--- src/hw/rtl/usbh_pkg.sv ---
// ----------------------------------------------------------------------------
// USB host sequencer package
// Types, codes and constants shared by the enumeration and download sequencer.
// ----------------------------------------------------------------------------
package usbh_pkg;

  localparam int unsigned LenW   = 16;
  localparam int unsigned CfgIdxW = 3;

  localparam logic [31:0] Signature    = 32'hCB00_C001;
  localparam logic [15:0] TxnInfoBytes = 16'd60;
  localparam logic [15:0] HeaderBytes  = 16'd128;
  localparam logic [15:0] DevDescBytes = 16'd18;
  localparam logic [15:0] CfgDescBytes = 16'd9;
  localparam logic [15:0] MinWordLen   = 16'd4;

  // Setup packet fields.
  localparam logic [7:0]  ReqTypeIn    = 8'h80;
  localparam logic [7:0]  ReqTypeOut   = 8'h00;
  localparam logic [7:0]  ReqGetDesc   = 8'd6;
  localparam logic [7:0]  ReqSetAddr   = 8'd5;
  localparam logic [7:0]  ReqSetConfig = 8'd9;
  localparam logic [15:0] DescDevice   = 16'h0100;
  localparam logic [15:0] DescConfig   = 16'h0200;
  localparam logic [15:0] DevAddress   = 16'd1;
  localparam logic [15:0] ConfigNumber = 16'd1;

  typedef enum logic [2:0] {
    ActDevReset = 3'd0,
    ActCtrlData = 3'd1,
    ActCtrlStat = 3'd2,
    ActBulkIn   = 3'd3,
    ActBulkOut  = 3'd4
  } action_e;

  typedef enum logic [2:0] {
    KindSetup = 3'd0,
    KindTxn   = 3'd1,
    KindHdr   = 3'd2,
    KindRead  = 3'd3,
    KindNone  = 3'd4
  } kind_e;

  typedef enum logic [2:0] {
    EsIdle       = 3'd0,
    EsDevDesc    = 3'd1,
    EsSetAddr    = 3'd2,
    EsShortCfg   = 3'd3,
    EsFullCfg    = 3'd4,
    EsSetConfig  = 3'd5,
    EsConfigured = 3'd6
  } enum_step_e;

  typedef enum logic [2:0] {
    PhNone    = 3'd0,
    PhTxn     = 3'd1,
    PhHeader  = 3'd2,
    PhCatalog = 3'd3,
    PhPayload = 3'd4,
    PhDone    = 3'd5
  } phase_e;

  localparam logic [CfgIdxW-1:0] RegImageSize     = 3'd0;
  localparam logic [CfgIdxW-1:0] RegSegmentStride = 3'd1;
  localparam logic [CfgIdxW-1:0] RegCatalogOffset = 3'd2;
  localparam logic [CfgIdxW-1:0] RegCatalogLength = 3'd3;
  localparam logic [CfgIdxW-1:0] RegPayloadLength = 3'd4;

  typedef struct packed {
    logic [2:0]      action;
    logic [LenW-1:0] in_length;
    logic [31:0]     first_word;
    logic [LenW-1:0] out_space;
  } item_t;

  typedef struct packed {
    logic [31:0] catalog_offset;
    logic [31:0] catalog_length;
    logic [31:0] payload_length;
  } cfg_t;

  typedef struct packed {
    enum_step_e      enum_step;
    logic [LenW-1:0] cfg_total_len;
    phase_e          phase;
    logic [31:0]     cat_pos;
    logic [31:0]     cat_left;
    logic [31:0]     pay_pos;
    logic [31:0]     pay_left;
  } state_t;

  typedef struct packed {
    kind_e           kind;
    logic [7:0]      req_type;
    logic [7:0]      request;
    logic [15:0]     value;
    logic [15:0]     length;
    logic [31:0]     read_offset;
    logic [LenW-1:0] transfer_length;
    logic            enumerated;
    phase_e          phase;
  } result_t;

endpackage

--- src/hw/rtl/usbh_in_stage.sv ---
// ----------------------------------------------------------------------------
// USB host sequencer input register
// Holds one bus event until the sequencer step takes it.
// ----------------------------------------------------------------------------
module usbh_in_stage (
  input  logic            clk_i,
  input  logic            rst_ni,
  input  logic            valid_i,
  output logic            stall_o,
  input  usbh_pkg::item_t item_i,
  input  logic            take_i,
  output logic            valid_o,
  output usbh_pkg::item_t item_o
);

  logic            valid_q;
  usbh_pkg::item_t item_q;

  // The register refills in the same cycle that its content is taken.
  assign stall_o = valid_q && !take_i;

  always_ff @(posedge clk_i or negedge rst_ni) begin
    if (!rst_ni) begin
      valid_q <= 1'b0;
    end else if (!stall_o) begin
      valid_q <= valid_i;
    end
  end

  always_ff @(posedge clk_i) begin
    if (valid_i && !stall_o) begin
      item_q <= item_i;
    end
  end

  assign valid_o = valid_q;
  assign item_o  = item_q;

endmodule

--- src/hw/rtl/usbh_step.sv ---
// ----------------------------------------------------------------------------
// USB host sequencer step logic
// Computes the response and the next sequencer state for one bus event.
// ----------------------------------------------------------------------------
module usbh_step (
  input  usbh_pkg::item_t   item_i,
  input  usbh_pkg::state_t  state_i,
  input  usbh_pkg::cfg_t    cfg_i,
  output usbh_pkg::state_t  state_o,
  output usbh_pkg::result_t result_o
);

  logic        do_status;
  logic        do_out;
  logic [15:0] cat_n;
  logic [15:0] pay_n;
  logic [31:0] cat_n_ext;
  logic [31:0] pay_n_ext;
  logic [31:0] cat_pos_next;

  // Chunk sizes: the free space capped at the bytes still to go.
  always_comb begin
    if (state_i.cat_left < {16'd0, item_i.out_space}) begin
      cat_n = state_i.cat_left[15:0];
    end else begin
      cat_n = item_i.out_space;
    end
    if (state_i.pay_left < {16'd0, item_i.out_space}) begin
      pay_n = state_i.pay_left[15:0];
    end else begin
      pay_n = item_i.out_space;
    end
  end

  assign cat_n_ext    = {16'd0, cat_n};
  assign pay_n_ext    = {16'd0, pay_n};
  assign cat_pos_next = state_i.cat_pos + cat_n_ext;

  always_comb begin
    state_o   = state_i;
    result_o  = '0;
    result_o.kind = usbh_pkg::KindNone;
    do_status = 1'b0;
    do_out    = 1'b0;

    case (item_i.action)
      usbh_pkg::ActDevReset: begin
        state_o.enum_step = usbh_pkg::EsDevDesc;
        state_o.phase     = usbh_pkg::PhNone;
        result_o.kind     = usbh_pkg::KindSetup;
        result_o.req_type = usbh_pkg::ReqTypeIn;
        result_o.request  = usbh_pkg::ReqGetDesc;
        result_o.value    = usbh_pkg::DescDevice;
        result_o.length   = usbh_pkg::DevDescBytes;
      end
      usbh_pkg::ActCtrlData: begin
        // An empty data stage closes the control transfer like a status stage.
        if (item_i.in_length == '0) begin
          do_status = 1'b1;
        end else if (state_i.enum_step == usbh_pkg::EsShortCfg &&
                     item_i.in_length >= usbh_pkg::MinWordLen) begin
          state_o.cfg_total_len = item_i.first_word[31:16];
        end
      end
      usbh_pkg::ActCtrlStat: begin
        do_status = 1'b1;
      end
      usbh_pkg::ActBulkIn: begin
        if (state_i.phase == usbh_pkg::PhNone &&
            item_i.in_length >= usbh_pkg::MinWordLen &&
            item_i.first_word == usbh_pkg::Signature) begin
          state_o.phase = usbh_pkg::PhTxn;
        end
      end
      usbh_pkg::ActBulkOut: begin
        do_out = 1'b1;
      end
      default: begin
      end
    endcase

    if (do_status) begin
      case (state_i.enum_step)
        usbh_pkg::EsDevDesc: begin
          state_o.enum_step = usbh_pkg::EsSetAddr;
          result_o.kind     = usbh_pkg::KindSetup;
          result_o.req_type = usbh_pkg::ReqTypeOut;
          result_o.request  = usbh_pkg::ReqSetAddr;
          result_o.value    = usbh_pkg::DevAddress;
        end
        usbh_pkg::EsSetAddr: begin
          state_o.enum_step = usbh_pkg::EsShortCfg;
          result_o.kind     = usbh_pkg::KindSetup;
          result_o.req_type = usbh_pkg::ReqTypeIn;
          result_o.request  = usbh_pkg::ReqGetDesc;
          result_o.value    = usbh_pkg::DescConfig;
          result_o.length   = usbh_pkg::CfgDescBytes;
        end
        usbh_pkg::EsShortCfg: begin
          state_o.enum_step = usbh_pkg::EsFullCfg;
          result_o.kind     = usbh_pkg::KindSetup;
          result_o.req_type = usbh_pkg::ReqTypeIn;
          result_o.request  = usbh_pkg::ReqGetDesc;
          result_o.value    = usbh_pkg::DescConfig;
          result_o.length   = state_i.cfg_total_len;
        end
        usbh_pkg::EsFullCfg: begin
          state_o.enum_step = usbh_pkg::EsSetConfig;
          result_o.kind     = usbh_pkg::KindSetup;
          result_o.req_type = usbh_pkg::ReqTypeOut;
          result_o.request  = usbh_pkg::ReqSetConfig;
          result_o.value    = usbh_pkg::ConfigNumber;
        end
        usbh_pkg::EsSetConfig: begin
          state_o.enum_step = usbh_pkg::EsConfigured;
        end
        default: begin
        end
      endcase
    end

    if (do_out) begin
      case (state_i.phase)
        usbh_pkg::PhTxn: begin
          if (item_i.out_space >= usbh_pkg::TxnInfoBytes) begin
            result_o.kind            = usbh_pkg::KindTxn;
            result_o.transfer_length = usbh_pkg::TxnInfoBytes;
            state_o.phase            = usbh_pkg::PhHeader;
          end
        end
        usbh_pkg::PhHeader: begin
          if (item_i.out_space >= usbh_pkg::HeaderBytes) begin
            result_o.kind            = usbh_pkg::KindHdr;
            result_o.transfer_length = usbh_pkg::HeaderBytes;
            state_o.cat_pos  = cfg_i.catalog_offset;
            state_o.cat_left = cfg_i.catalog_length;
            state_o.pay_left = cfg_i.payload_length;
            state_o.pay_pos  = cfg_i.catalog_offset + cfg_i.catalog_length;
            state_o.phase    = usbh_pkg::PhCatalog;
          end
        end
        usbh_pkg::PhCatalog: begin
          if (state_i.cat_left == '0) begin
            state_o.pay_pos = state_i.cat_pos;
            state_o.phase   = usbh_pkg::PhPayload;
          end else if (cat_n != '0) begin
            result_o.kind            = usbh_pkg::KindRead;
            result_o.read_offset     = state_i.cat_pos;
            result_o.transfer_length = cat_n;
            state_o.cat_pos  = cat_pos_next;
            state_o.cat_left = state_i.cat_left - cat_n_ext;
            // The payload follows right after the last catalog byte read.
            if (state_i.cat_left == cat_n_ext) begin
              state_o.pay_pos = cat_pos_next;
              state_o.phase   = usbh_pkg::PhPayload;
            end
          end
        end
        usbh_pkg::PhPayload: begin
          if (state_i.pay_left == '0) begin
            state_o.phase = usbh_pkg::PhDone;
          end else if (pay_n != '0) begin
            result_o.kind            = usbh_pkg::KindRead;
            result_o.read_offset     = state_i.pay_pos;
            result_o.transfer_length = pay_n;
            state_o.pay_pos  = state_i.pay_pos + pay_n_ext;
            state_o.pay_left = state_i.pay_left - pay_n_ext;
            if (state_i.pay_left == pay_n_ext) begin
              state_o.phase = usbh_pkg::PhDone;
            end
          end
        end
        default: begin
        end
      endcase
    end

    result_o.enumerated = (state_o.enum_step == usbh_pkg::EsConfigured);
    result_o.phase      = state_o.phase;
  end

endmodule

--- src/hw/rtl/usb_host_enum_and_download_sequencer.sv ---
// ----------------------------------------------------------------------------
// USB host enumeration and download sequencer
// Turns bus events into setup requests and bulk-out image transfers.
// ----------------------------------------------------------------------------
// Each input request is one bus event (device reset, control data or status
// stage, bulk-in packet, bulk-out slot). Each event yields exactly one
// response on the output channel, which may be of kind "nothing sent".
// Both channels use valid and stall; a request moves when valid is high and
// stall is low.
// The event is captured in an input register, the step logic computes the
// response and the next sequencer state combinationally, and the response is
// registered: it is offered from the output register once the step has taken it.
// Throughput is one event per cycle whenever the receiver does not stall.
// While the receiver stalls, the response holds; one further event waits in
// the input register, and the input stall rises only when both are full.
// The user must write configuration registers via the write port only while
// no event is in flight; the block does not enforce it. Reset clears the
// enumeration step, download phase, all counters and configuration registers.
// ----------------------------------------------------------------------------
module usb_host_enum_and_download_sequencer (
  input  logic        clk_i,
  input  logic        rst_ni,

  input  logic        cfg_we_i,
  input  logic [2:0]  cfg_index_i,
  input  logic [31:0] cfg_data_i,

  input  logic        in_valid_i,
  output logic        in_stall_o,
  input  logic [2:0]  action_i,
  input  logic [15:0] in_length_i,
  input  logic [31:0] first_word_i,
  input  logic [15:0] out_space_i,

  output logic        out_valid_o,
  input  logic        out_stall_i,
  output logic [2:0]  result_kind_o,
  output logic [7:0]  setup_request_type_o,
  output logic [7:0]  setup_request_o,
  output logic [15:0] setup_value_o,
  output logic [15:0] setup_length_o,
  output logic [31:0] read_offset_o,
  output logic [15:0] transfer_length_o,
  output logic        enumerated_o,
  output logic [2:0]  download_phase_o
);

  usbh_pkg::item_t   in_item;
  usbh_pkg::item_t   item;
  logic              item_valid;
  logic              advance;
  logic              fire;
  usbh_pkg::cfg_t    cfg_q;
  usbh_pkg::state_t  state_q;
  usbh_pkg::state_t  state_d;
  usbh_pkg::result_t res_d;
  usbh_pkg::result_t res_q;
  logic              out_valid_q;

  assign in_item.action     = action_i;
  assign in_item.in_length  = in_length_i;
  assign in_item.first_word = first_word_i;
  assign in_item.out_space  = out_space_i;

  // The output register takes a new response when empty or being drained.
  assign advance = !out_valid_q || !out_stall_i;
  assign fire    = item_valid && advance;

  usbh_in_stage u_in_stage (
    .clk_i   (clk_i),
    .rst_ni  (rst_ni),
    .valid_i (in_valid_i),
    .stall_o (in_stall_o),
    .item_i  (in_item),
    .take_i  (advance),
    .valid_o (item_valid),
    .item_o  (item)
  );

  usbh_step u_step (
    .item_i   (item),
    .state_i  (state_q),
    .cfg_i    (cfg_q),
    .state_o  (state_d),
    .result_o (res_d)
  );

  // Image size and segment stride do not affect any response.
  always_ff @(posedge clk_i or negedge rst_ni) begin
    if (!rst_ni) begin
      cfg_q <= '0;
    end else if (cfg_we_i) begin
      case (cfg_index_i)
        usbh_pkg::RegCatalogOffset: cfg_q.catalog_offset <= cfg_data_i;
        usbh_pkg::RegCatalogLength: cfg_q.catalog_length <= cfg_data_i;
        usbh_pkg::RegPayloadLength: cfg_q.payload_length <= cfg_data_i;
        default: begin
        end
      endcase
    end
  end

  always_ff @(posedge clk_i or negedge rst_ni) begin
    if (!rst_ni) begin
      state_q <= '0;
    end else if (fire) begin
      state_q <= state_d;
    end
  end

  always_ff @(posedge clk_i or negedge rst_ni) begin
    if (!rst_ni) begin
      out_valid_q <= 1'b0;
    end else if (advance) begin
      out_valid_q <= item_valid;
    end
  end

  always_ff @(posedge clk_i) begin
    if (fire) begin
      res_q <= res_d;
    end
  end

  assign out_valid_o          = out_valid_q;
  assign result_kind_o        = res_q.kind;
  assign setup_request_type_o = res_q.req_type;
  assign setup_request_o      = res_q.request;
  assign setup_value_o        = res_q.value;
  assign setup_length_o       = res_q.length;
  assign read_offset_o        = res_q.read_offset;
  assign transfer_length_o    = res_q.transfer_length;
  assign enumerated_o         = res_q.enumerated;
  assign download_phase_o     = res_q.phase;

  a_setup_fields_clear: assert property (@(posedge clk_i) disable iff (!rst_ni)
    out_valid_q && res_q.kind != usbh_pkg::KindSetup |->
      res_q.req_type == '0 && res_q.request == '0 && res_q.value == '0 &&
      res_q.length == '0)
    else $error("setup fields set on a non-setup response");

  a_offset_only_reads: assert property (@(posedge clk_i) disable iff (!rst_ni)
    out_valid_q && res_q.kind != usbh_pkg::KindHdr && res_q.kind != usbh_pkg::KindRead |->
      res_q.read_offset == '0)
    else $error("read offset set on a response that reads nothing");

  a_txn_then_header: assert property (@(posedge clk_i) disable iff (!rst_ni)
    out_valid_q && res_q.kind == usbh_pkg::KindTxn |->
      res_q.phase == usbh_pkg::PhHeader && res_q.transfer_length == usbh_pkg::TxnInfoBytes)
    else $error("transaction info response with wrong phase or length");

  a_header_then_catalog: assert property (@(posedge clk_i) disable iff (!rst_ni)
    out_valid_q && res_q.kind == usbh_pkg::KindHdr |->
      res_q.phase == usbh_pkg::PhCatalog && res_q.transfer_length == usbh_pkg::HeaderBytes)
    else $error("header response with wrong phase or length");

  a_fire_fills_output: assert property (@(posedge clk_i) disable iff (!rst_ni)
    fire |=> out_valid_q)
    else $error("event taken without a response");

endmodule
--- config.mk ---
export PLATFORM = sky130hd
export DESIGN_NAME = usb_host_enum_and_download_sequencer
export DESIGN_NICKNAME = d
export VERILOG_FILES = /design/src/hw/rtl/usbh_pkg.sv /design/src/hw/rtl/usbh_in_stage.sv /design/src/hw/rtl/usbh_step.sv /design/src/hw/rtl/usb_host_enum_and_download_sequencer.sv
export SDC_FILE = /design/constraint.sdc
export NUM_CORES = 1
export LEC_CHECK = 0
export BUFFER_PORTS_ARGS = -buffer_cell sky130_fd_sc_hd__buf_2
export CORE_MARGIN = 5
export CORE_UTILIZATION = 45
export CTS_BUF_LIST = sky130_fd_sc_hd__clkbuf_8 sky130_fd_sc_hd__clkbuf_16
export CTS_CLUSTER_SIZE = 20
export DETAILED_ROUTE_END_ITERATION = 7
export PLACE_DENSITY = 0.72
export SLEW_MARGIN = 10
export SYNTH_ARGS = -nofsm -noshare
export SYNTH_HDL_FRONTEND = slang
export SYNTH_SLANG_ARGS = --single-unit
--- constraint.sdc ---
create_clock -name clk_i -period 14.1 [get_ports clk_i]
set_clock_uncertainty 0.2 [all_clocks]
set_input_delay 2.115 -clock clk_i [delete_from_list [all_inputs] [get_ports clk_i]]
set_output_delay 2.115 -clock clk_i [all_outputs]
set_load 0.01 [all_outputs]
* Word level (Yosys, flattened, before mapping)
Index checks and enable logic that the tools add are counted.
** Operators by class
- Add/sub/neg operators :: 5
- $lt $le $gt $ge :: 5
- Equality and inequality tests :: 27
- Mux-type cells :: 48
- Bitwise operators :: 1
- Reduce and logical (&&, ||, !) cells :: 29
** Operators by type and width (number)
- 2-to-1 mux 131 bit :: 2
- 2-to-1 mux 48 bit :: 4
- 2-to-1 mux 64 bit :: 3
- one-hot mux 32 bit (2 select lines) :: 2
- one-hot mux 64 bit (2 select lines) :: 1
- one-hot mux 35 bit (3 select lines) :: 1
- 2-to-1 mux 51 bit :: 2
- 2-to-1 mux 99 bit :: 1
- one-hot mux 32 bit (3 select lines) :: 1
- adder 32 x 16 -> 32 bit :: 2
- == test 32 x 16 -> 1 bit :: 2
- zero test 32 bit :: 2
- < comparator 32 x 16 -> 1 bit :: 2
- 2-to-1 mux 32 bit :: 2
- one-hot mux 16 bit (4 select lines) :: 1
- subtractor 32 x 16 -> 32 bit :: 2
- 2-to-1 mux 3 bit :: 16
- adder 32 bit :: 1
- == test 32 bit, second input constant :: 1
- 2-to-1 mux 16 bit :: 2
- one-hot mux 16 bit (2 select lines) :: 1
- nonzero test 16 bit :: 2
- == test 3 x 2 -> 1 bit, second input constant :: 8
- one-hot mux 3 bit (4 select lines) :: 2
- 27 further kinds :: 52
** Word-level totals
- Flip-flop bits (word level) :: 418
- Bits of input ports :: 107
- Output and inout port bits :: 105

* Logic depth before layout (Yosys ltp)
Gate-level depths: netlist of run 1.
- Depth in word-level cells :: 10
- Gate-level depth with buffers :: 23
- Mapped depth without buffers :: 21

* Modules after synthesis
Synthesis of run 1 repeated with hierarchy kept, for this count alone.
** Unflattened totals
- Cells, all modules :: 2677
- Area, all modules :: 26700.6 µm²
** By module, submodules not included
- usb_host_enum_and_download_sequencer :: instances 1, cells each 629, area each 12328.1 µm², sequential area each 9273.9 µm²
- usbh_step :: instances 1, cells each 1976, area each 12303.0 µm², sequential area each 0.0 µm²
- usbh_in_stage :: instances 1, cells each 72, area each 2069.5 µm², sequential area each 2037.0 µm²

* Least setup slack after synthesis of run 1
Ideal clock, no wire load.
- Path type :: input -> register
- Start point :: input port out_stall_i
- End point :: register state_q[56] (netlist bit)
- Library setup time :: 0.141 ns
- Arrival time :: 5.286 ns
- Data required time :: 13.759 ns
- Path slack :: 8.473 ns
- Cell stages on the path :: 10
- Path through :: nand2_1 > nand2_1 > clkinv_1 > nand2_1 > a21oi_1 > nand2_1 > a211o_1 > buf_6 > clkbuf_1 > o221ai_1
** Between the ends
- Longest elaborated chain between the ends :: 4
** Ends and longest elaborated chain
- start, declared :: line usb_host_enum_and_download_sequencer.sv:36 : input logic out_stall_i,
- zero test 1 bit :: line usb_host_enum_and_download_sequencer.sv:66 : assign advance = !out_valid_q || !out_stall_i;
- logical OR 1 bit :: line usb_host_enum_and_download_sequencer.sv:66
- logical AND 1 bit :: line usb_host_enum_and_download_sequencer.sv:67 : assign fire = item_valid && advance;
- net fire :: line usb_host_enum_and_download_sequencer.sv:52 : logic fire;
- AND reduction 8 bit (no line)
- end signal, assigned :: line usb_host_enum_and_download_sequencer.sv:107 : state_q <= state_d;
- end, declared :: line usb_host_enum_and_download_sequencer.sv:54 : usbh_pkg::state_t state_q;
The timed path passes the listed nets, and every way through them passes these cells.
A chain may end at the register's enable or synchronous reset.

* Worst setup path after layout of run 1
- Start point :: register state_q[20] (netlist bit)
- End point :: register state_q[26] (netlist bit)
** Between the ends
- Longest elaborated chain between the ends :: 6
- Elaborated cells on any way between the ends :: 11
- Classes of those cells :: add/sub: 1; order compare: 1; eq/ne: 2; mux: 4; reduce/logical: 3
** Ends and longest elaborated chain
- < comparator 32 x 16 -> 1 bit :: line usbh_step.sv:28 : if (state_i.pay_left < {16'd0, item_i.out_space}) begin
- 2-to-1 mux 16 bit :: line usbh_step.sv:28
- subtractor 32 x 16 -> 32 bit :: line usbh_step.sv:167 : state_o.pay_left = state_i.pay_left - pay_n_ext;
- 2-to-1 mux 64 bit :: line usbh_step.sv:162 : end else if (pay_n != '0) begin
- 2-to-1 mux 64 bit :: line usbh_step.sv:160 : if (state_i.pay_left == '0) begin
- one-hot mux 32 bit (2 select lines) :: line usbh_step.sv:123 : case (state_i.phase)
Parallel ways exist; a longest one is shown, timed or not. The select of a mux whose other input is x is not followed.

==> results.json, run 1 <==
{
  "core_um2": 51300,
  "cellPowerDensity_nw_per_um2": 123,
  "cts_htree_levels": 2,
  "hold_class": "register to register",
  "synth_top_area_cell": "dfrtp_1",
  "crit_fanout": 33,
  "fmax_mhz": 141,
  "first_pass_iters": 7,
  "wirelength_um": 74400,
  "diodes": 0,
  "syn_area_um2": 23300,
  "finalMaxSlewViolations": 0,
  "cts_buffers": 45,
  "die_area_um2": 56400,
  "synth-edff-count": 144,
  "ctsRootBufferMaster": "clkbuf_16",
  "grt_start_max_net_pins": 101,
  "place.gp.congestion": 0.975,
  "ys_top_cells_by_area": "dfrtp_1 (27%), edfxtp_1 (19%), ha_1 (6.9%)",
  "placed_cells": 3169,
  "fin_crit_sh": 0.501,
  "p_sw_frac": 0.299,
  "crit_buf_inv": 2,
  "clockBufferDepth": 3,
  "outcome": "complete, no violations",
  "final.setup.tns_ps": 0,
  "stdcell_area_um2": 26300,
  "netlist.area_leader.share": 0.266,
  "cts.sinks": 392,
  "crit_chain": "nor4_1, nor3b_2, nand4_1, or2_2, a21oi_2, buf_4, nand2_1, o21ai_0, inv_1, ha_1, a21o_1, a21oi_1, o21bai_1, a2111oi_0, o31ai_1, a211o_1, nor2_1, a41oi_1, o22a_1",
  "r2r-start": "state_q[20]",
  "tightest_slew_ps": 1270,
  "maxCapViolCount": 0,
  "fillCellCount": 4659,
  "pin_count": 212,
  "crit_path_start_kind": "register",
  "die_w_um": 238,
  "portBuffers": 187,
  "synth_cells": 2384,
  "cts_tree": "done",
  "startpoint": "state_q[20]",
  "clock_latency_ps": 590,
  "vias_per_cell": 6.18,
  "vias": 20100,
  "synth-seq-cells": 392,
  "grt_pass1_wl_um": 115000,
  "p_clk_frac": 0.359,
  "dp_hpwl_um": 54200,
  "critPathRequiredTime_ps": 14370,
  "drtIter0Drc": 2144,
  "placed_area_um2": 24900,
  "synth_cell_types": 83,
  "overflow": 0,
  "finalHoldViolations": 0,
  "seq_area_um2": 10500,
  "ys.flop_type": "dfrtp_1",
  "crit_arrival_ps": 7340,
  "dieHeight_um": 238,
  "p_sw_mw": 0.972,
  "leakage_nw": 11.6,
  "min_period_ps": 7070,
  "min_from": "u_in_stage.valid_o",
  "wl_per_cell_um": 22.9,
  "drive_above_1_share": 0.170,
  "antenna_found_initial": 1,
  "slowest_delay_ps": 740,
  "ant_nets": 0,
  "p_seq_frac": 0.431,
  "post-route-drc-count": 0,
  "cpMaxStageDelayCell": "a2111oi_0",
  "multi_input_comb_area_um2": 12000,
  "yosys_warnings": 0,
  "post_cts_resized": 0,
  "nNetsFinal": 2776,
  "seq_area_frac_synth": 0.452,
  "area_growth_pct": 13.0,
  "synth_common_cells": "dfrtp_1 (248), nor2_1 (247), a21oi_1 (181), o21ai_0 (181), nand2_1 (172)",
  "maxSlewHeadroom": 0.146,
  "crit_family": "compound AO/OA/AOI/OAI gates",
  "clk_pin_slew_worst_paths_ps": 60,
  "end_kind": "register",
  "hold_buffers": 0,
  "grt_setup_unrepaired": "no",
  "path_class": "register to register",
  "rows": 83,
  "initial_core_util": 0.454,
  "first_global_vias": 19600,
  "combPwrFrac": 0.210,
  "ir_worst_vdd_v": 0.0000747,
  "grt.total_usage": 0.255,
  "setup_viol_count_final": 0,
  "final-instance-count-excl-fill": 3253,
  "ff2ff_setup_slack_ps": 7030,
  "holdWs_ps": 291,
  "synth_most_common_cell": "dfrtp_1",
  "post_synth.cell_area_avg_um2": 9.77,
  "cts_setup_buffers": 0,
  "p_int_mw": 2.28,
  "async_flop_share": 0.633
}
==> routing by layer <==
| layer | up-vias | share of wire | global-route usage |
|---|---|---|---|
| met1 | 9831 | 0.43 | 0.372 |
| li1 | 9144 | - | - |
| met2 | 982 | 0.45 | 0.395 |
| met4 | 4 | 0.025 | 0.0633 |
| met5 | - | 0.0012 | 0 |
| met3 | 138 | 0.092 | 0.0464 |
==> power by group through the flow <==
stage / combinational, mW / clock [mW] / sequential [mW]
after floorplan: 0.478 / 0 / 1.38
after global placement: 0.645 / 0 / 1.41
after detailed placement: 0.665 / 0 / 1.42
after CTS: 0.670 / 1.19 / 1.40
after global routing: 0.748 / 1.23 / 1.41
final: 0.683 / 1.17 / 1.40
==> layout make-up <==
type                    count  area share
clock buffers              55      0.0484
clock inverters            29     0.00798
inverters                  87      0.0124
multi-input cells        1793       0.455
flip-flops and latches    392       0.400
well taps                 680      0.0323
repair buffers            217      0.0445
==> cell usage in the layout, fill, tap and decap left out, drive strengths merged, types with 6 or more instances in the layout <==
| master | count |
|---|---|
| inv | 101 |
| a211o | 10 |
| dfrtp | 248 |
| nor2 | 248 |
| o21bai | 16 |
| and2 | 30 |
| clkbuf | 55 |
| or3 | 10 |
| nor2b | 16 |
| xnor2 | 49 |
| nand4 | 18 |
| a32oi | 19 |
| edfxtp | 144 |
| buf | 217 |
| o31a | 7 |
| a22oi | 82 |
| a211oi | 23 |
| nand2b | 15 |
| xor2 | 33 |
| o22ai | 11 |
| o21ai | 195 |
| or4 | 6 |
| a21oi | 181 |
| and3 | 17 |
| a31oi | 25 |
| or2 | 10 |
| nor3 | 52 |
| conb | 24 |
| nor4 | 36 |
| o211ai | 13 |
| nand2 | 172 |
| o2bb2ai | 13 |
| mux2 | 117 |
| clkinv | 10 |
| o21a | 16 |
| nand3 | 37 |
| ha | 128 |
| a21o | 43 |
| a221oi | 41 |
==> state kept, by name (all words and copies together), names as in the netlist <==
name                flops
cfg_q                  96
download_phase_o        3
enumerated_o            1
out_valid_o             1
read_offset_o          32
result_kind_o           3
setup_length_o         16
setup_request_o         3
setup_value_o           3
state_q               150
transfer_length_o      16
u_in_stage.item_o      67
u_in_stage.valid_o      1
==> final timing paths <==
path                                 to  cells after the start
hold / removal              out_valid_o                      1
setup reg to reg            state_q[26]                     19
max in group asynchronous   state_q[96]                      2
setup / recovery            state_q[26]                     19
hold reg to reg             out_valid_o                      1
min in group asynchronous  state_q[124]                      1
==> cells by family (layout without fill, tap and decap cells) <==
family                   count (synthesis)  in the layout  synth area share
AND/OR/NAND/NOR                        687            687             0.138
AO/OA/AOI/OAI                          747            747             0.207
adder cells (fa/ha/maj)                133            133            0.0730
multiplexers                           120            120            0.0578
buffers and inverters                  222            388            0.0411
other                                    1             24          0.000161
flip-flops                             392            392             0.452
XOR/XNOR                                82             82            0.0308
==> metrics by stage <==
step / utilization / setup WS (ps) / power [mW]
final: 0.513 / 7030 / 3.25
after global routing: 0.513 / 6680 / 3.39
after CTS: 0.513 / 7300 / 3.25
after detailed placement: 0.485 / 7360 / 2.08
after global placement: 0.485 / 7620 / 2.06
after floorplan: - / 8470 / 1.85
No activity file was read; power rests on OpenSTA's default activity.
==> run 2, diff against run 1 <==
Settings changed: PLACE_DENSITY 0.72 to 0.75.
Clock period 14.1 ns to 6.1 ns, I/O delays scaled along.
==> results.json, run 2 (synthesized netlist as in run 1, its figures left out) <==
{
  "outcome": "complete, no violations",
  "core_um2": 51300,
  "r2r_end": "state_q[63]",
  "rr_worst_depth": 18,
  "wirelength_um": 74600,
  "pre_cts_slack_ps": 48.8,
  "finalMaxSlewViolations": 0,
  "cts_buffers": 44,
  "drive_above_1_share": 0.181,
  "die_area_um2": 56400,
  "clock_latency_ps": 590,
  "final-instance-count-excl-fill": 3274,
  "p_sw_frac": 0.297,
  "fin_util": 0.518,
  "ant_nets": 0,
  "rows": 83,
  "path_class": "register to register",
  "layout_commonest_cell": "dfrtp_1",
  "wl_per_cell_um": 22.8,
  "p_sw_mw": 2.24,
  "post-route-drc-count": 0,
  "final.setup.tns_ps": 0,
  "placed_cells": 3189,
  "dp_hpwl_um": 55000,
  "largest_reg_flops": 150,
  "maxCapViolCount": 0,
  "grt_pass1_wl_um": 115000,
  "dieHeight_um": 238,
  "p_int_mw": 5.30,
  "ir_worst_vdd_v": 0.000176,
  "timing.final.ws_setup_ps": 208,
  "p_seq_frac": 0.429,
  "cellPowerDensity_nw_per_um2": 283,
  "vias": 20300,
  "tightest_slew_ps": 1090,
  "portBuffers": 187,
  "critPathRequiredTime_ps": 6330,
  "crit_path_start_kind": "register",
  "pin_count": 212,
  "ff2ff_setup_slack_ps": 210,
  "antenna_found_initial": 4,
  "clk_pin_slew_worst_paths_ps": 60,
  "nNetsFinal": 2796,
  "area_growth_pct": 14.1,
  "cts_tree": "done",
  "fmax_mhz": 170,
  "initial_core_util": 0.454,
  "fin_crit_sh": 0.966,
  "crit_arrival_ps": 6120,
  "fillCellCount": 4641,
  "end_kind": "register",
  "first_global_vias": 19700,
  "ctsRootBufferMaster": "clkbuf_16",
  "top_register": "state_q",
  "final_cell_mix": "dfrtp_1 (248), nor2_1 (244), buf_2 (186), o21ai_0 (177), a21oi_1 (175)",
  "vias_per_cell": 6.19,
  "place.gp.congestion": 1.05,
  "p_clk_frac": 0.360,
  "die_w_um": 238,
  "hold_class": "input port to async pin",
  "cts_htree_levels": 2,
  "clockBufferDepth": 3,
  "setup_viol_count_final": 0,
  "grt_setup_unrepaired": "no",
  "overflow": 0,
  "leakage_nw": 11.7,
  "drtIter0Drc": 2132,
  "crit_fanout": 15,
  "finalHoldViolations": 0,
  "min_period_ps": 5890,
  "r2r-start": "state_q[90]",
  "grt_start_max_net_pins": 114,
  "cts.sinks": 392,
  "grt.total_usage": 0.256,
  "first_pass_iters": 6,
  "combPwrFrac": 0.211,
  "maxSlewHeadroom": 0.269
}
[run 2: changes by cell type in the layout (fill, tap and decap cells not counted), moves of 3 or more]
| cell | before | now |
|---|---|---|
| buf_4 | 30 | 49 |
| o21ai_0 | 180 | 177 |
| a21oi_2 | 1 | 6 |
| a21oi_1 | 180 | 175 |
| clkinv_2 | 8 | 4 |
| clkbuf_8 | 9 | 6 |
[run 2: repair_timing]
item                       4_1_cts  5_1_grt
hold endpoints to repair         0        0
buffers inserted                 0        1
setup endpoints to repair        0       28
hold buffers                     0        0
resized for setup                0       20
[run 2: final cells by class]
| class | count | area, µm² | share of cell area |
|---|---|---|---|
| antenna | 2 | 5.00 | 0.000188 |
| timing repair buffer | 238 | 1350 | 0.0509 |
| multi-input combinational | 1793 | 12000 | 0.453 |
| clock buffer | 51 | 1210 | 0.0454 |
| clock inverter | 31 | 277 | 0.0104 |
| sequential | 392 | 10500 | 0.396 |
| tap | 680 | 851 | 0.0320 |
| inverter | 87 | 328 | 0.0123 |
[run 2: worst max-delay path, stage by stage (launching register included)]
cell       delay, ps
dfrtp_1          420
or4_1            550
or4_4            450
or3_4            430
a21o_1           200
nor2_1           160
buf_4            230
o21ai_0          200
ha_1             460
o211ai_1         150
o21ai_0          170
a2bb2oi_1        340
a32oi_1          230
or3_1            520
a21oi_1          260
nand3_1          180
a32o_1           310
a211oi_1         160
o21ai_0          100
[run 2: power by group through the flow]
| stage | combinational [mW] | sequential (mW) | clock, mW |
|---|---|---|---|
| finish | 1.59 | 3.23 | 2.72 |
| global route | 1.73 | 3.25 | 2.88 |
| CTS | 1.55 | 3.22 | 2.76 |
| detailed placement | 1.54 | 3.27 | 0 |
| global placement | 1.48 | 3.26 | 0 |
| floorplan | 1.10 | 3.18 | 0 |
[run 2: how the worst max path moves through the flow]
| stage | from | to | slack, ps | cells after the start |
|---|---|---|---|---|
| after CTS | state_q[18] | state_q[24] | 20 | 20 |
| after global routing | state_q[90] | state_q[62] | 4 | 20 |
| final | state_q[90] | state_q[63] | 210 | 18 |
| after global placement | state_q[18] | state_q[22] | 90 | 20 |
| after floorplan | state_q[20] | state_q[26] | 610 | 19 |
| after detailed placement | state_q[18] | state_q[24] | 50 | 20 |
[run 2: metrics by stage]
step                      hold slack (ps)  total power [mW]  cell area (µm²)
after floorplan                       256              4.29            23400
after global placement                276              4.74            25000
after detailed placement              280              4.81            25000
after CTS                             243              7.53            26500
after global routing                  278              7.87            26600
final                                 236              7.54            26600
[run 2: per-layer routing]
metal / vias up / global-route usage / wire (µm)
li1: 9195 / - / -
met1: 9838 / 0.361 / 31600
met2: 1062 / 0.385 / 32800
met3: 169 / 0.0700 / 7720
met4: 4 / 0.0824 / 2400
met5: - / 0 / 21
==> run 3, diff against run 2 <==
Settings changed: CELL_PAD_IN_SITES_DETAIL_PLACEMENT from default to 0, CELL_PAD_IN_SITES_GLOBAL_PLACEMENT from default to 1, CORE_ASPECT_RATIO from default to 1.2, CORE_UTILIZATION 45 to 43, PLACE_DENSITY 0.75 to 0.87.
==> results.json, run 3 (synthesized netlist as in run 1, its figures left out) <==
{
  "largest_reg_flops": 150,
  "ant_nets": 0,
  "drive_above_1_share": 0.180,
  "end_kind": "register",
  "portBuffers": 187,
  "nNetsFinal": 2796,
  "rows": 93,
  "ctsRootBufferMaster": "clkbuf_16",
  "maxSlewHeadroom": 0.307,
  "post-route-drc-count": 0,
  "hold_class": "input port to async pin",
  "core_um2": 53600,
  "fin_crit_sh": 0.971,
  "dieHeight_um": 265,
  "cts_htree_levels": 2,
  "cpMaxStageDelayCell": "o21ai_0",
  "cpMostUsedCell": "o21ai_0",
  "top_register": "state_q",
  "ir_worst_vdd_v": 0.000249,
  "leakage_nw": 11.7,
  "maxCapViolCount": 0,
  "dp_hpwl_um": 53600,
  "diodes": 0,
  "wl_per_cell_um": 21.9,
  "die_area_um2": 59000,
  "critPathRequiredTime_ps": 6320,
  "pin_count": 212,
  "cellPowerDensity_nw_per_um2": 278,
  "place.gp.congestion": 1.01,
  "setup_viol_count_final": 0,
  "first_pass_iters": 6,
  "final.setup.tns_ps": 0,
  "slowest_delay_ps": 740,
  "first_global_vias": 19700,
  "cts.sinks": 392,
  "vias_per_cell": 5.97,
  "drtIter0Drc": 1672,
  "placed_area_um2": 25100,
  "grt_pass1_wl_um": 113000,
  "layout_commonest_cell": "dfrtp_1",
  "outcome": "complete, no violations",
  "clk_pin_slew_worst_paths_ps": 60,
  "cts_buffers": 41,
  "vias": 19700,
  "min_period_ps": 5920,
  "fin_util": 0.494,
  "wirelength_um": 72200,
  "initial_core_util": 0.434,
  "path_class": "register to register",
  "crit_path_start_kind": "register",
  "holdWs_ps": 103,
  "grt.total_usage": 0.238,
  "final_cell_mix": "dfrtp_1 (248), nor2_1 (243), buf_2 (186), o21ai_0 (179), a21oi_1 (179)",
  "cts_tree": "done",
  "grt_start_max_net_pins": 92,
  "stdcell_area_um2": 26500,
  "crit_arrival_ps": 6140,
  "antenna_found_initial": 1,
  "die_w_um": 223,
  "overflow": 0,
  "clockBufferDepth": 3,
  "tightest_slew_ps": 1040,
  "crit_fanout": 9,
  "clock_latency_ps": 590,
  "finalMaxSlewViolations": 0,
  "finalHoldViolations": 0,
  "area_growth_pct": 13.8,
  "crit_chain": "inv_1, ha_1, nand2_1, nor3_1, a21oi_1, o21ai_0, a21oi_4, o21ai_0, inv_1, ha_1, nand2_1, o21bai_1, a21oi_1, o21ai_0, o21ai_0, a211o_1, and2_1, or3_1, o311ai_0, o311ai_0",
  "total_power_mw": 7.37,
  "fmax_mhz": 169
}
## run 3: cell count changes in the layout (fill, tap and decap cells not counted), sizes merged
cell / previous run / this run
buf: 238 / 241
clkinv: 6 / 13
diode: 2 / 0
inv: 103 / 93
clkbuf: 51 / 49
bufinv: 4 / 3
## run 3: timing repair
action                     CTS  global route
hold buffers                 0             0
gates resized for setup      0             8
setup endpoints to repair    0            24
buffers inserted             0             1
## run 3: layer usage
metal | GRT usage | share of wire | up-vias
li1 | - | - | 9167
met1 | 0.313 | 0.42 | 9557
met2 | 0.394 | 0.47 | 809
met3 | 0.0427 | 0.074 | 164
met4 | 0.0916 | 0.038 | 2
met5 | 0 | 0.00019 | -
## run 3: layout make-up
type | instances | area [µm²]
Tap cell | 712 | 891
Multi-Input combinational cell | 1793 | 12000
Clock inverter | 27 | 231
Sequential cell | 392 | 10500
Timing Repair Buffer | 241 | 1360
Fill cell | 4890 | 27100
Clock buffer | 49 | 1170
Inverter | 87 | 328
## run 3: power breakdown
| group | switching [mW] | total (mW) | internal (mW) |
|---|---|---|---|
| clock | 1.11 | 2.61 | 1.50 |
| sequential | 0.214 | 3.21 | 3.00 |
| combinational | 0.840 | 1.55 | 0.706 |
## run 3: worst max-delay path, delay by kind of cell, from the launching register on
family	cells	cell delay, ps
compound gates	11	3260
simple gates	5	920
buf+inv	2	260
flops	1	460
fa+ha+maj	2	660
## run 3: final timing paths
| path | depth (start not counted) | slack [ps] | end | from |
|---|---|---|---|---|
| min in group clk_i | 1 | 300 | state_q[145] | state_q[145] |
| min reg2reg | 1 | 300 | state_q[145] | state_q[145] |
| max reg2reg | 20 | 180 | state_q[21] | u_in_stage.item_o[6] |
| max | 20 | 180 | state_q[21] | u_in_stage.item_o[6] |
| max in group asynchronous | 2 | 4070 | state_q[137] | rst_ni |
| min | 1 | 100 | state_q[63] | rst_ni |
## run 3: per-stage QoR
stage          worst slack, ps  cells
6_report                   180   3301
5_1_grt                  -4.63   3301
4_1_cts                   81.3   3300
3_5_place_dp               114   3224
3_3_place_gp               243   3224
2_1_floorplan              611   2407
